$ cat src/rtl/malu_pkg.sv
// ============================================================================
// malu_pkg
// Shared types and constants of the 8051-style accumulator ALU.
// ============================================================================
`default_nettype none

package malu_pkg;

  // Operation codes; codes above OP_XCHD leave everything unchanged.
  typedef enum logic [4:0] {
    OP_ADD  = 5'd0,
    OP_ADDC = 5'd1,
    OP_SUBB = 5'd2,
    OP_INC  = 5'd3,
    OP_DEC  = 5'd4,
    OP_ANL  = 5'd5,
    OP_ORL  = 5'd6,
    OP_XRL  = 5'd7,
    OP_CPL  = 5'd8,
    OP_RR   = 5'd9,
    OP_RRC  = 5'd10,
    OP_RL   = 5'd11,
    OP_RLC  = 5'd12,
    OP_SWAP = 5'd13,
    OP_DA   = 5'd14,
    OP_MUL  = 5'd15,
    OP_DIV  = 5'd16,
    OP_CMP  = 5'd17,
    OP_XCHD = 5'd18
  } op_e;

  // Pipeline depth and divider bits resolved in each stage after the first.
  localparam int unsigned NumStages = 4;
  localparam logic [1:0] DivSteps [NumStages-1] = '{2'd3, 2'd3, 2'd2};

  // Contents of one pipeline stage. For a divide, acc holds the
  // dividend/quotient shift word and sec the partial remainder.
  typedef struct packed {
    logic       is_div;
    logic [7:0] acc;
    logic [7:0] sec;
    logic [7:0] dvs;
    logic       carry;
    logic       aux_carry;
    logic       overflow;
    logic       not_equal;
  } stage_t;

endpackage

`default_nettype wire

$ cat src/rtl/malu_req_if.sv
// ============================================================================
// malu_req_if
// Request channel: one ALU operation with its operands and flags.
// ============================================================================
`default_nettype none

interface malu_req_if;
  logic       valid;
  logic       ready;
  logic [4:0] req_type;
  logic [7:0] acc_in;
  logic [7:0] operand_in;
  logic       carry_in;
  logic       aux_carry_in;
  logic       overflow_in;

  modport source (
    output valid, req_type, acc_in, operand_in, carry_in, aux_carry_in, overflow_in,
    input  ready
  );

  modport sink (
    input  valid, req_type, acc_in, operand_in, carry_in, aux_carry_in, overflow_in,
    output ready
  );
endinterface

`default_nettype wire

$ cat src/rtl/malu_rsp_if.sv
// ============================================================================
// malu_rsp_if
// Response channel: new accumulator, second byte, flags and inequality mark.
// ============================================================================
`default_nettype none

interface malu_rsp_if;
  logic       valid;
  logic       ready;
  logic [7:0] acc_out;
  logic [7:0] second_out;
  logic       carry_out;
  logic       aux_carry_out;
  logic       overflow_out;
  logic       not_equal;

  modport source (
    output valid, acc_out, second_out, carry_out, aux_carry_out, overflow_out,
           not_equal,
    input  ready
  );

  modport sink (
    input  valid, acc_out, second_out, carry_out, aux_carry_out, overflow_out,
           not_equal,
    output ready
  );
endinterface

`default_nettype wire

$ cat src/rtl/mcs51_alu_flags.sv
// ============================================================================
// mcs51_alu_flags
// 8051-style accumulator ALU with flag update, four register stages deep.
// ============================================================================
//
//   channel | dir | handshake     | content
//   --------+-----+---------------+-------------------------------------------
//   req_i   | in  | valid / ready | operation, A, operand, C, AC, OV
//   rsp_o   | out | valid / ready | new A, second byte, C, AC, OV, not_equal
//
// One item per cycle is accepted while req_i.ready is high. Each result is
// presented from the last of stages 0 to 3, once per item, in order.
// Stage 0 evaluates all operations but the divide, the multiply among them,
// and a divide by zero; stages 1 to 3 resolve three, three and two quotient
// bits of the restoring division. Reset clears the stage valid bits only. A
// stalled stage holds its item while earlier empty stages keep filling, so a
// stall loses nothing.
//
`default_nettype none

module mcs51_alu_flags
  import malu_pkg::*;
(
  input  wire logic  clk_i,
  input  wire logic  rst_ni,
  malu_req_if.sink   req_i,
  malu_rsp_if.source rsp_o
);

  // --------------------------------------------------------------------------
  // Pipeline registers
  // --------------------------------------------------------------------------
  logic   [NumStages-1:0] vld_q;
  logic   [NumStages-1:0] rdy;
  stage_t                 st_q [NumStages];
  stage_t                 st_d [NumStages];

  // A stage takes a new item when it is empty or its item moves on.
  always_comb begin
    rdy[NumStages-1] = !vld_q[NumStages-1] || rsp_o.ready;
    for (int k = NumStages - 2; k >= 0; k--) begin
      rdy[k] = !vld_q[k] || rdy[k+1];
    end
  end

  assign req_i.ready = rdy[0];

  // --------------------------------------------------------------------------
  // Divider: up to three restoring steps, shifting the quotient into the
  // dividend word while the remainder grows.
  // --------------------------------------------------------------------------
  function automatic stage_t div_run(stage_t s, logic [1:0] n);
    stage_t     r;
    logic [8:0] t;
    r = s;
    for (int i = 0; i < 3; i++) begin
      if (r.is_div && (i < int'(n))) begin
        t     = {r.sec, r.acc[7]};
        r.acc = {r.acc[6:0], 1'b0};
        if (t >= {1'b0, r.dvs}) begin
          r.sec    = 8'(t - {1'b0, r.dvs});
          r.acc[0] = 1'b1;
        end else begin
          r.sec = t[7:0];
        end
      end
    end
    return r;
  endfunction

  // --------------------------------------------------------------------------
  // Stage 0: every operation but a nonzero divide finishes here.
  // --------------------------------------------------------------------------
  logic [7:0]  a;
  logic [7:0]  v;
  logic        cin;
  logic [8:0]  sum9;
  logic [4:0]  low5;
  logic [8:0]  da_lo;
  logic [7:0]  da_t;
  logic        da_c;
  logic [15:0] prod;

  assign a = req_i.acc_in;
  assign v = req_i.operand_in;

  always_comb begin
    st_d[0]           = '0;
    st_d[0].acc       = a;
    st_d[0].sec       = v;
    st_d[0].dvs       = v;
    st_d[0].carry     = req_i.carry_in;
    st_d[0].aux_carry = req_i.aux_carry_in;
    st_d[0].overflow  = req_i.overflow_in;
    st_d[0].not_equal = (a != v);
    cin   = 1'b0;
    sum9  = '0;
    low5  = '0;
    da_lo = {1'b0, a};
    da_t  = a;
    da_c  = req_i.carry_in;
    prod  = {8'd0, a} * {8'd0, v};

    case (op_e'(req_i.req_type))
      OP_ADD, OP_ADDC: begin
        cin = (op_e'(req_i.req_type) == OP_ADDC) ? req_i.carry_in : 1'b0;
        sum9 = {1'b0, a} + {1'b0, v} + {8'd0, cin};
        low5 = {1'b0, a[3:0]} + {1'b0, v[3:0]} + {4'd0, cin};
        st_d[0].acc       = sum9[7:0];
        st_d[0].carry     = sum9[8];
        st_d[0].aux_carry = low5[4];
        st_d[0].overflow  = ~(a[7] ^ v[7]) & (a[7] ^ sum9[7]);
      end
      OP_SUBB: begin
        cin  = req_i.carry_in;
        sum9 = {1'b0, a} - {1'b0, v} - {8'd0, cin};
        low5 = {1'b0, a[3:0]} - {1'b0, v[3:0]} - {4'd0, cin};
        st_d[0].acc       = sum9[7:0];
        st_d[0].carry     = sum9[8];
        st_d[0].aux_carry = low5[4];
        st_d[0].overflow  = (a[7] ^ v[7]) & (a[7] ^ sum9[7]);
      end
      OP_INC:  st_d[0].acc = a + 8'd1;
      OP_DEC:  st_d[0].acc = a - 8'd1;
      OP_ANL:  st_d[0].acc = a & v;
      OP_ORL:  st_d[0].acc = a | v;
      OP_XRL:  st_d[0].acc = a ^ v;
      OP_CPL:  st_d[0].acc = ~a;
      OP_RR:   st_d[0].acc = {a[0], a[7:1]};
      OP_RRC: begin
        st_d[0].acc   = {req_i.carry_in, a[7:1]};
        st_d[0].carry = a[0];
      end
      OP_RL:   st_d[0].acc = {a[6:0], a[7]};
      OP_RLC: begin
        st_d[0].acc   = {a[6:0], req_i.carry_in};
        st_d[0].carry = a[7];
      end
      OP_SWAP: st_d[0].acc = {a[3:0], a[7:4]};
      OP_DA: begin
        // Low adjust may carry out of bit 7; C is only ever set here.
        if ((a[3:0] > 4'd9) || req_i.aux_carry_in) begin
          da_lo = {1'b0, a} + 9'h006;
          da_c  = da_c | da_lo[8];
        end
        da_t = da_lo[7:0];
        if ((da_t[7:4] > 4'd9) || da_c) begin
          da_t = da_t + 8'h60;
          da_c = 1'b1;
        end
        st_d[0].acc   = da_t;
        st_d[0].carry = da_c;
      end
      OP_MUL: begin
        st_d[0].acc      = prod[7:0];
        st_d[0].sec      = prod[15:8];
        st_d[0].carry    = 1'b0;
        st_d[0].overflow = |prod[15:8];
      end
      OP_DIV: begin
        st_d[0].carry = 1'b0;
        if (v == 8'd0) begin
          // Divide by zero finishes here with zero quotient and remainder.
          st_d[0].acc      = '0;
          st_d[0].sec      = '0;
          st_d[0].overflow = 1'b1;
        end else begin
          // Start the restoring divide with an empty remainder.
          st_d[0].is_div   = 1'b1;
          st_d[0].sec      = '0;
          st_d[0].overflow = 1'b0;
        end
      end
      OP_CMP:  st_d[0].carry = (a < v);
      OP_XCHD: begin
        st_d[0].acc = {a[7:4], v[3:0]};
        st_d[0].sec = {v[7:4], a[3:0]};
      end
      default: ;
    endcase

    // Stages 1 to 3: advance the divide; other items pass unchanged.
    for (int k = 1; k < NumStages; k++) begin
      st_d[k] = div_run(st_q[k-1], DivSteps[k-1]);
    end
  end

  always_ff @(posedge clk_i or negedge rst_ni) begin
    if (!rst_ni) begin
      vld_q <= '0;
    end else begin
      if (rdy[0]) begin
        vld_q[0] <= req_i.valid;
      end
      for (int k = 1; k < NumStages; k++) begin
        if (rdy[k]) begin
          vld_q[k] <= vld_q[k-1];
        end
      end
    end
  end

  always_ff @(posedge clk_i) begin
    for (int k = 0; k < NumStages; k++) begin
      if (rdy[k]) begin
        st_q[k] <= st_d[k];
      end
    end
  end

  // --------------------------------------------------------------------------
  // Outputs straight from the last stage
  // --------------------------------------------------------------------------
  assign rsp_o.valid         = vld_q[NumStages-1];
  assign rsp_o.acc_out       = st_q[NumStages-1].acc;
  assign rsp_o.second_out    = st_q[NumStages-1].sec;
  assign rsp_o.carry_out     = st_q[NumStages-1].carry;
  assign rsp_o.aux_carry_out = st_q[NumStages-1].aux_carry;
  assign rsp_o.overflow_out  = st_q[NumStages-1].overflow;
  assign rsp_o.not_equal     = st_q[NumStages-1].not_equal;

  // --------------------------------------------------------------------------
  // Assertions
  // --------------------------------------------------------------------------
  // Back-pressure reaches the input only when every stage is full and stalled.
  assert property (@(posedge clk_i) disable iff (!rst_ni)
    !req_i.ready |-> ((&vld_q) && !rsp_o.ready))
    else $error("input stalled with room in the pipeline");

  // An item leaving the third stage lands in the output stage.
  assert property (@(posedge clk_i) disable iff (!rst_ni)
    (vld_q[NumStages-2] && rdy[NumStages-1]) |=> vld_q[NumStages-1])
    else $error("item dropped between the last two stages");

  // A finished divide by a nonzero divisor leaves a remainder below it.
  assert property (@(posedge clk_i) disable iff (!rst_ni)
    (rsp_o.valid && st_q[NumStages-1].is_div && (st_q[NumStages-1].dvs != 8'd0))
      |-> (rsp_o.second_out < st_q[NumStages-1].dvs))
    else $error("divide remainder not below divisor");

endmodule

`default_nettype wire
$ cat src/flat_wrapper.sv
// flat-port wrapper written by rule: the top's interface ports become plain ports
module mcs51_alu_flags_flat import malu_pkg::*;
  (clk_i, rst_ni, req_i_valid, req_i_req_type, req_i_acc_in, req_i_operand_in, req_i_carry_in, req_i_aux_carry_in, req_i_overflow_in, req_i_ready, rsp_o_valid, rsp_o_acc_out, rsp_o_second_out, rsp_o_carry_out, rsp_o_aux_carry_out, rsp_o_overflow_out, rsp_o_not_equal, rsp_o_ready);
  malu_req_if req_i_i ();
  malu_rsp_if rsp_o_i ();
  input  wire logic clk_i;
  input  wire logic rst_ni;
  input wire logic [$bits(req_i_i.valid)-1:0] req_i_valid;
  input wire logic [$bits(req_i_i.req_type)-1:0] req_i_req_type;
  input wire logic [$bits(req_i_i.acc_in)-1:0] req_i_acc_in;
  input wire logic [$bits(req_i_i.operand_in)-1:0] req_i_operand_in;
  input wire logic [$bits(req_i_i.carry_in)-1:0] req_i_carry_in;
  input wire logic [$bits(req_i_i.aux_carry_in)-1:0] req_i_aux_carry_in;
  input wire logic [$bits(req_i_i.overflow_in)-1:0] req_i_overflow_in;
  output wire logic [$bits(req_i_i.ready)-1:0] req_i_ready;
  output wire logic [$bits(rsp_o_i.valid)-1:0] rsp_o_valid;
  output wire logic [$bits(rsp_o_i.acc_out)-1:0] rsp_o_acc_out;
  output wire logic [$bits(rsp_o_i.second_out)-1:0] rsp_o_second_out;
  output wire logic [$bits(rsp_o_i.carry_out)-1:0] rsp_o_carry_out;
  output wire logic [$bits(rsp_o_i.aux_carry_out)-1:0] rsp_o_aux_carry_out;
  output wire logic [$bits(rsp_o_i.overflow_out)-1:0] rsp_o_overflow_out;
  output wire logic [$bits(rsp_o_i.not_equal)-1:0] rsp_o_not_equal;
  input wire logic [$bits(rsp_o_i.ready)-1:0] rsp_o_ready;
  assign req_i_i.valid = req_i_valid;
  assign req_i_i.req_type = req_i_req_type;
  assign req_i_i.acc_in = req_i_acc_in;
  assign req_i_i.operand_in = req_i_operand_in;
  assign req_i_i.carry_in = req_i_carry_in;
  assign req_i_i.aux_carry_in = req_i_aux_carry_in;
  assign req_i_i.overflow_in = req_i_overflow_in;
  assign req_i_ready = req_i_i.ready;
  assign rsp_o_valid = rsp_o_i.valid;
  assign rsp_o_acc_out = rsp_o_i.acc_out;
  assign rsp_o_second_out = rsp_o_i.second_out;
  assign rsp_o_carry_out = rsp_o_i.carry_out;
  assign rsp_o_aux_carry_out = rsp_o_i.aux_carry_out;
  assign rsp_o_overflow_out = rsp_o_i.overflow_out;
  assign rsp_o_not_equal = rsp_o_i.not_equal;
  assign rsp_o_i.ready = rsp_o_ready;
  mcs51_alu_flags u_core (.clk_i(clk_i), .rst_ni(rst_ni), .req_i(req_i_i), .rsp_o(rsp_o_i));
endmodule
$ cat config.mk
export PLATFORM = sky130hd
export DESIGN_NAME = mcs51_alu_flags_flat
export DESIGN_NICKNAME = d
export VERILOG_FILES = /design/src/rtl/malu_pkg.sv /design/src/rtl/malu_req_if.sv /design/src/rtl/malu_rsp_if.sv /design/src/rtl/mcs51_alu_flags.sv /design/src/flat_wrapper.sv
export SDC_FILE = /design/constraint.sdc
export NUM_CORES = 1
export LEC_CHECK = 0
export BUFFER_PORTS_ARGS = -buffer_cell sky130_fd_sc_hd__clkbuf_2
export CORE_AREA = 2 2 190 192
export DETAILED_ROUTE_END_ITERATION = 6
export DIE_AREA = 0 0 192 194
export GPL_ROUTABILITY_DRIVEN = 0
export GPL_TIMING_DRIVEN = 0
export SKIP_LAST_GASP = 1
export SYNTH_ARGS = -nofsm -noshare
export SYNTH_HDL_FRONTEND = slang
export SYNTH_SLANG_ARGS = --single-unit
$ cat constraint.sdc
create_clock -name clk_i -period 18.1 [get_ports clk_i]
set_clock_uncertainty 0.05 [all_clocks]
set_input_delay 0.905 -clock clk_i [delete_from_list [all_inputs] [get_ports clk_i]]
set_output_delay 0.905 -clock clk_i [all_outputs]
set_load 0.01 [all_outputs]
==> metrics.cfg, run 1 <==
[run_status]
status=complete, no violations

[synthesis]
synth_cells=1361
synth_warnings=0
syn-num-nets=1584
ys.flop_type=edfxtp_1
yosysMostFrequentCell=ha_1
avgSynthCellArea_um2=8.95
synth-edff-count=107
yosys-top-cells-area=edfxtp_1, ha_1, fa_1
ys_types=84
synth_top_cell_by_area=edfxtp_1
synth.ff_latch_count=111
ys_seq_area_share_pct=27.2
syn_area_um2=12200
synth_top_area_share_pct=26.4
synthTopCellsByCount=ha_1, nor2_1, inv_1, a21oi_1, edfxtp_1
async_flop_share_pct=3.60

[sta]
rsz0062_at_grt=false
max_slew_margin_pct=15.7
setup-tns-final_ps=0
finalMaxSlewViolations=0
period_needed_ps=7300
finalHoldViolations=0
worstMarginPinSlew_ps=1250
setup_violations=0
min_period_over_period_pct=40.4
hold_ws_ps=301
max_freq_ghz=0.137

[critical_path]
cp_slowest_cell=edfxtp_1
cp_data_required_time_ps=18130
slowest_delay_ps=470
worstSetupEndpointType=flip-flop
path_class=reg -> reg
r2r_cells=28
cp_max_fo=7
cpMostUsedCell=a21oi_1
cp-start-kind=flip-flop
arrival_ps=7340

[clock_tree]
clkLatencyLatePin_ps=350
cts_tree=done
cts-root-buf=clkbuf_16
cts_buffers=9
clock_path_buffers=2
path_clk_slew_ps=70
cts_sinks=111
post_cts.repair.setup_buffers=0
cts_hold_buf=0
htreeDepth=3
cts_resized=0

[finish]
area_delta_synth_final_pct=9.27
final_area_um2=13300
antenna_cells=0
fillers=3633
nets=1643
drive_above_1_share_pct=8.21

[floorplan]
io_pins=50
core_area_um2=35200
dieArea_um2=37200
die_h_um=194
rows=69
fp.dieW_um=192
start_util_pct=34.6

[flow_run]
cap_violations=0

[routing]
via_count=10500
drt_iter0_drc=966
drc=0
ant_nets=0
vias_per_cell=5.56
drt_first_pass_iters=6
wl_per_cell_um=18.3
wirelength_mm=34.6

[pwr]
ir_drop_v=0.0000824
p_leak_nw=5.80
power.density_nw_per_um2=114

[global_routing]
grt_pass1_vias=10400
grt_pass1_wl_mm=55.6
antenna_found_initial=0
grt_max_degree=31
track_usage_pct=18.7
grt.overflow.total=0

[placement]
dp_hpwl_mm=28.4
post_dp_cell_area_um2=13000
portBuffers=47

[min_path]
hp-class=in -> async

[routing by layer]
layer	track usage [%]	part of all wire (%)	vias up
li1	-	-	5030
met3	2.68	6.2	93
met1	24.5	43	4961
met4	5.68	3.5	0
met2	31.9	47	398
met5	0	0	-
[state kept, by name (all words and copies together), names as in the netlist]
signal and count:
u_core.st_q 107, u_core.vld_q 4
[critical path, delay by kind of cell, from the launching register on]
family                     cells  cell delay [ps]
AOI/OAI and AO/OA             16             3840
buffers and inverters          2              340
DFF                            1              470
adders and majority gates      3              890
and+or+nand+nor                7             1400
[final timing paths]
kind                                             startpoint                      endpoint  slack (ps)
worst max-delay path            u_core.st_q[0][5]$_DFFE_PP_  u_core.st_q[1][19]$_DFFE_PP_       10800
worst min-delay path                                 rst_ni   u_core.vld_q[2]$_DFFE_PN0P_         300
worst max register to register  u_core.st_q[0][5]$_DFFE_PP_  u_core.st_q[1][19]$_DFFE_PP_       10800
worst min register to register  u_core.st_q[0][3]$_DFFE_PP_   u_core.st_q[1][3]$_DFFE_PP_         370
max in group asynchronous                            rst_ni   u_core.vld_q[3]$_DFFE_PN0P_       17580
min in group clk_i              u_core.st_q[0][3]$_DFFE_PP_   u_core.st_q[1][3]$_DFFE_PP_         370
[cells by family (layout without fill, tap and decap cells)]
logic type      count (synthesis)  after routing  synth area share [%]
fa+ha+maj                     195            195                  23.1
compound gates                373            373                  20.2
mux                            42             42                  3.64
simple gates                  385            385                  14.8
flops                         111            111                  27.2
buf+inv                       182            246                  5.75
xor+xnor                       73             73                  5.31
[power breakdown]
part / internal, W / switching, W
Clock: 0.000109 / 0.0000887
Sequential: 0.000357 / 0.0000387
Combinational: 0.000387 / 0.000542
Total: 0.000853 / 0.000670
[per-stage QoR]
stage	setup WS [ps]	instances	power (W)	util (%)
after floorplan	12160	1361	0.00109	-
after global placement	10910	1869	0.00130	36.9
after detailed placement	10870	1870	0.00132	36.9
after CTS	10850	1886	0.00152	37.8
after global routing	10180	1886	0.00165	37.8
final	10800	1886	0.00152	37.8
[layout by cell type, fill, tap and decap left out, drive strengths merged, types with 15 or more instances in the layout]
cell type and n:
ha 146, inv 138, nor2 134, a21oi 108, edfxtp 107, nand2 106
clkbuf 95, o21ai 80, fa 49, xnor2 44, a21o 32, xor2 29
nand3 28, mux2i 24, nor2b 23, nor3 20, a31oi 19, mux2 18
o21a 16, nand2b 15, nand4 15
[cell type report]
| cell class | instances | area [um2] | area share (%) |
|---|---|---|---|
| well taps | 461 | 577 | 4.34 |
| clock buffers | 11 | 233 | 1.75 |
| flip-flops and latches | 111 | 3310 | 24.9 |
| clock inverters | 5 | 63.8 | 0.480 |
| multi-input cells | 1068 | 8170 | 61.4 |
| inverters | 137 | 514 | 3.87 |
| repair buffers | 48 | 250 | 1.88 |
| plain buffers | 45 | 185 | 1.39 |
(Power assumes the default switching activity.)
==> inputs of run 2 (changes only) <==
Settings changed: ABC_AREA set to 1, CORE_AREA 2 2 190 192 to 2 2 194 196, DIE_AREA 0 0 192 194 to 0 0 196 198.
Clock period 18.1 ns to 6.08 ns, I/O delays scaled along.
==> run 2 against run 1 <==
  * Largest cell class unchanged
  * Hold slack got worse by 210 ps
  * Total power grew to 3.0 times the previous value
  * Clock power grew to 2.8 times the previous value
  * Non-clock buffer count rose by 3
  * Largest power group unchanged
  * Design area grew 5.4%
  * Fmax increased by 29%
  * Clock-buffer cell count decreased by 1
  * Core utilization grew 0.18 points
  * Sequential share of layout area fell by 1.3 points
  * Register-to-register slack worse by 10000 ps
  * Setup slack lost 10000 ps
==> metrics.cfg, run 2 <==
[run_status]
status=complete, no violations

[finish]
antenna_cells=0  ; unchanged
final_area_um2=14000  ; +5.4%
final_cell_mix=nand2_1, inv_1, ha_1
reg_top3=u_core.st_q x107, u_core.vld_q x4
nets=2006  ; +22%
drive_above_1_share_pct=9.00  ; +0.79 points
area_delta_synth_final_pct=10.0
layout_commonest_cell=nand2_1
largest_register_ffs=107  ; unchanged
largest_register=u_core.st_q

[pwr]
p_leak_nw=7.14  ; +23%
netSwitchingFraction_pct=47.3  ; +3.3 points
switching_power_w=0.00216  ; +220%
pwr-share-clk_pct=12.3  ; -0.7 points
ir_drop_v=0.000155  ; +88%
comb_power_share_pct=62.0  ; +1.0 points
p_seq_share_pct=25.7  ; -0.3 points
internal_power_w=0.00242  ; +180%
power.density_nw_per_um2=327  ; +190%

[synthesis]
synth_cells=1712  ; +26%
synth.ff_latch_count=111  ; unchanged
ys_seq_area_share_pct=26.0  ; -1.2 points
async_flop_share_pct=3.60  ; unchanged
yosys-top-cells-area=edfxtp_1, ha_1, nand2_1
synthTopCellsByCount=nand2_1, inv_1, ha_1, nand3_1, nor2_1
ys.flop_type=edfxtp_1
synth_top_area_share_pct=25.2  ; -1.2 points
synth-edff-count=107  ; unchanged
syn-num-nets=1935  ; +22%
synth_warnings=0  ; unchanged
ys_types=56  ; -33%
syn_area_um2=12700  ; +4.7%
synth_top_cell_by_area=edfxtp_1
yosysMostFrequentCell=nand2_1
avgSynthCellArea_um2=7.45  ; -17%

[sta]
min_period_over_period_pct=93.1  ; +53 points
max_freq_ghz=0.177  ; +29%
setup_ws_ps=418  ; -10380 ps
setup_violations=0  ; unchanged
max_slew_margin_pct=13.5  ; -2.2 points
worstMarginPinSlew_ps=1290  ; +39.2 ps
period_needed_ps=5660  ; -1640 ps
finalHoldViolations=0  ; unchanged
setup-tns-final_ps=0  ; unchanged
rsz0062_at_grt=true
finalMaxSlewViolations=0  ; unchanged

[global_routing]
track_usage_pct=19.4  ; +0.67 points
grt.overflow.total=0  ; unchanged
antenna_found_initial=0  ; unchanged
grt_pass1_vias=11500  ; +10%
grt_max_degree=32  ; +3.2%
grt_pass1_wl_mm=59.7  ; +7.3%

[clock_tree]
path_clk_slew_ps=70  ; about the same
clkLatencyLatePin_ps=360  ; about the same
cts_buffers=9  ; unchanged
clock_path_buffers=2  ; unchanged
cts-root-buf=clkbuf_16
cts_tree=done
cts_sinks=111  ; unchanged
htreeDepth=3  ; unchanged

[placement]
dp_hpwl_mm=30.3  ; +6.7%
pre_cts_slack_ps=-48.4  ; -10920 ps
portBuffers=49  ; +4.3%
post_dp_cell_area_um2=13600  ; +4.5%

[routing]
via_count=11900  ; +13%
drt_first_pass_iters=5  ; -1
drt_iter0_drc=1065  ; +10%
wirelength_met1_mm=16.1  ; +8.5%
wl_per_cell_um=16.5  ; -9.9%
vias_per_cell=5.25  ; -5.6%
wirelength_mm=37.4  ; +8.1%
ant_nets=0  ; unchanged
dr_wl_met3_mm=2.28  ; +6.3%
wl_met2_mm=17.7  ; +8.0%
drc=0  ; unchanged
highest_layer=met4

[critical_path]
cp-start-kind=flip-flop
r2r_cells=37  ; +32%
cp_max_fo=9  ; +2
cp_data_required_time_ps=6130  ; -12000 ps
r2r_slack_ps=420  ; -10380 ps
slowest_delay_ps=500  ; +30 ps
r2r_end=u_core.st_q[2][12]$_DFFE_PP_
worstSetupEndpointType=flip-flop
path_class=reg -> reg
arrival_ps=5710  ; -1630 ps
reg2reg_from=u_core.st_q[1][5]$_DFFE_PP_
cp_slowest_cell=edfxtp_1
crit_buf_inv=4  ; +2
crit_family=simple AND/OR/NAND/NOR gates
cpMostUsedCell=nand2_1

[floorplan]
die_h_um=198  ; +2.1%
core_area_um2=37000  ; +4.9%
start_util_pct=34.5  ; -0.069 points
rows=71  ; +2.9%
io_pins=50  ; unchanged
dieArea_um2=38800  ; +4.2%
fp.dieW_um=196  ; +2.1%

[flow_run]
cap_violations=0  ; unchanged

[min_path]
holdPathStages=3
hold_start=req_i_valid
whs_endpoint=u_core.vld_q[0]$_DFFE_PN0P_
hp-class=in -> reg

## run 2: cell count changes after synthesis, moves of 24 or more
cell     before  now
xnor2_1      44   18
nand2_1     106  392
mux2i_1      24    0
nand3_1      28  122
a21o_1       32    3
inv_1       132  321
## run 2: kinds of logic after synthesis
| group | after synthesis | synth area share, % |
|---|---|---|
| AND/OR/NAND/NOR | 740 | 25.7 |
| buffers and inverters | 361 | 10.8 |
| AO/OA/AOI/OAI | 252 | 11.8 |
| adder cells (fa/ha/maj) | 195 | 22.0 |
| flip-flops | 111 | 26.0 |
| XOR/XNOR | 53 | 3.64 |
## run 2: worst register-to-register path, delay by kind of cell, from the launching register on
kind,cells,cell delay (ps)
adders and majority gates,3,1040
buffers and inverters,4,430
AOI/OAI and AO/OA,6,990
and+or+nand+nor,24,2400
DFF,1,500
## run 2: per-stage QoR
| stage | total power, W | util [%] | hold WS [ps] | std cells |
|---|---|---|---|---|
| after CTS | 0.00451 | 37.6 | 71.7 | 2252 |
| after global placement | 0.00388 | 36.8 | 64.9 | 2235 |
| after floorplan | 0.00325 | - | -41.6 | 1712 |
| after global routing | 0.00504 | 38.0 | 72.3 | 2262 |
| final | 0.00458 | 38.0 | 86.0 | 2262 |
| after detailed placement | 0.00393 | 36.8 | 65.9 | 2235 |
## run 2: final cells by class
type | count | area, um2
buffer | 36 | 160
clock buffer | 10 | 229
clock inverter | 6 | 55.1
fill | 3890 | 22900
inverter | 325 | 1220
multi-input combinational | 1240 | 8110
sequential | 111 | 3310
tap | 474 | 593
timing repair buffer | 60 | 343
## run 2: power groups by stage
stage          sequential, W  clock (W)  combinational (W)
4_1_cts              0.00118   0.000578            0.00276
2_1_floorplan        0.00116          0            0.00209
3_3_place_gp         0.00119          0            0.00269
3_5_place_dp         0.00119          0            0.00273
5_1_grt              0.00119   0.000604            0.00324
6_report             0.00118   0.000562            0.00284
## run 2: worst max-delay path by stage
stage	startpoint	end	slack, ps	cells past startpoint
final	u_core.st_q[1][5]$_DFFE_PP_	u_core.st_q[2][12]$_DFFE_PP_	420	37
after global routing	u_core.st_q[1][9]$_DFFE_PP_	u_core.st_q[2][12]$_DFFE_PP_	-30	38
after CTS	u_core.st_q[0][10]$_DFFE_PP_	u_core.st_q[1][12]$_DFFE_PP_	60	36
after detailed placement	u_core.st_q[0][10]$_DFFE_PP_	u_core.st_q[1][12]$_DFFE_PP_	-50	36
after global placement	u_core.st_q[0][10]$_DFFE_PP_	u_core.st_q[1][12]$_DFFE_PP_	-70	36
after floorplan	u_core.st_q[0][5]$_DFFE_PP_	u_core.st_q[1][12]$_DFFE_PP_	930	38
## run 2: repair_timing
action | in CTS | in global routing
resized for setup | 2 | 22
hold buffers | 1 | 0
endpoints found under the hold margin | 4 | 0
setup endpoints to repair | 7 | 18
pin swaps | 0 | 5
buffers inserted | 0 | 10
## run 2: per-layer routing
layer | global-route usage, % | up-vias
li1 | - | 5766
met1 | 24.3 | 5600
met2 | 33.6 | 426
met3 | 3.03 | 81
met4 | 7.55 | 0
met5 | 0 | -
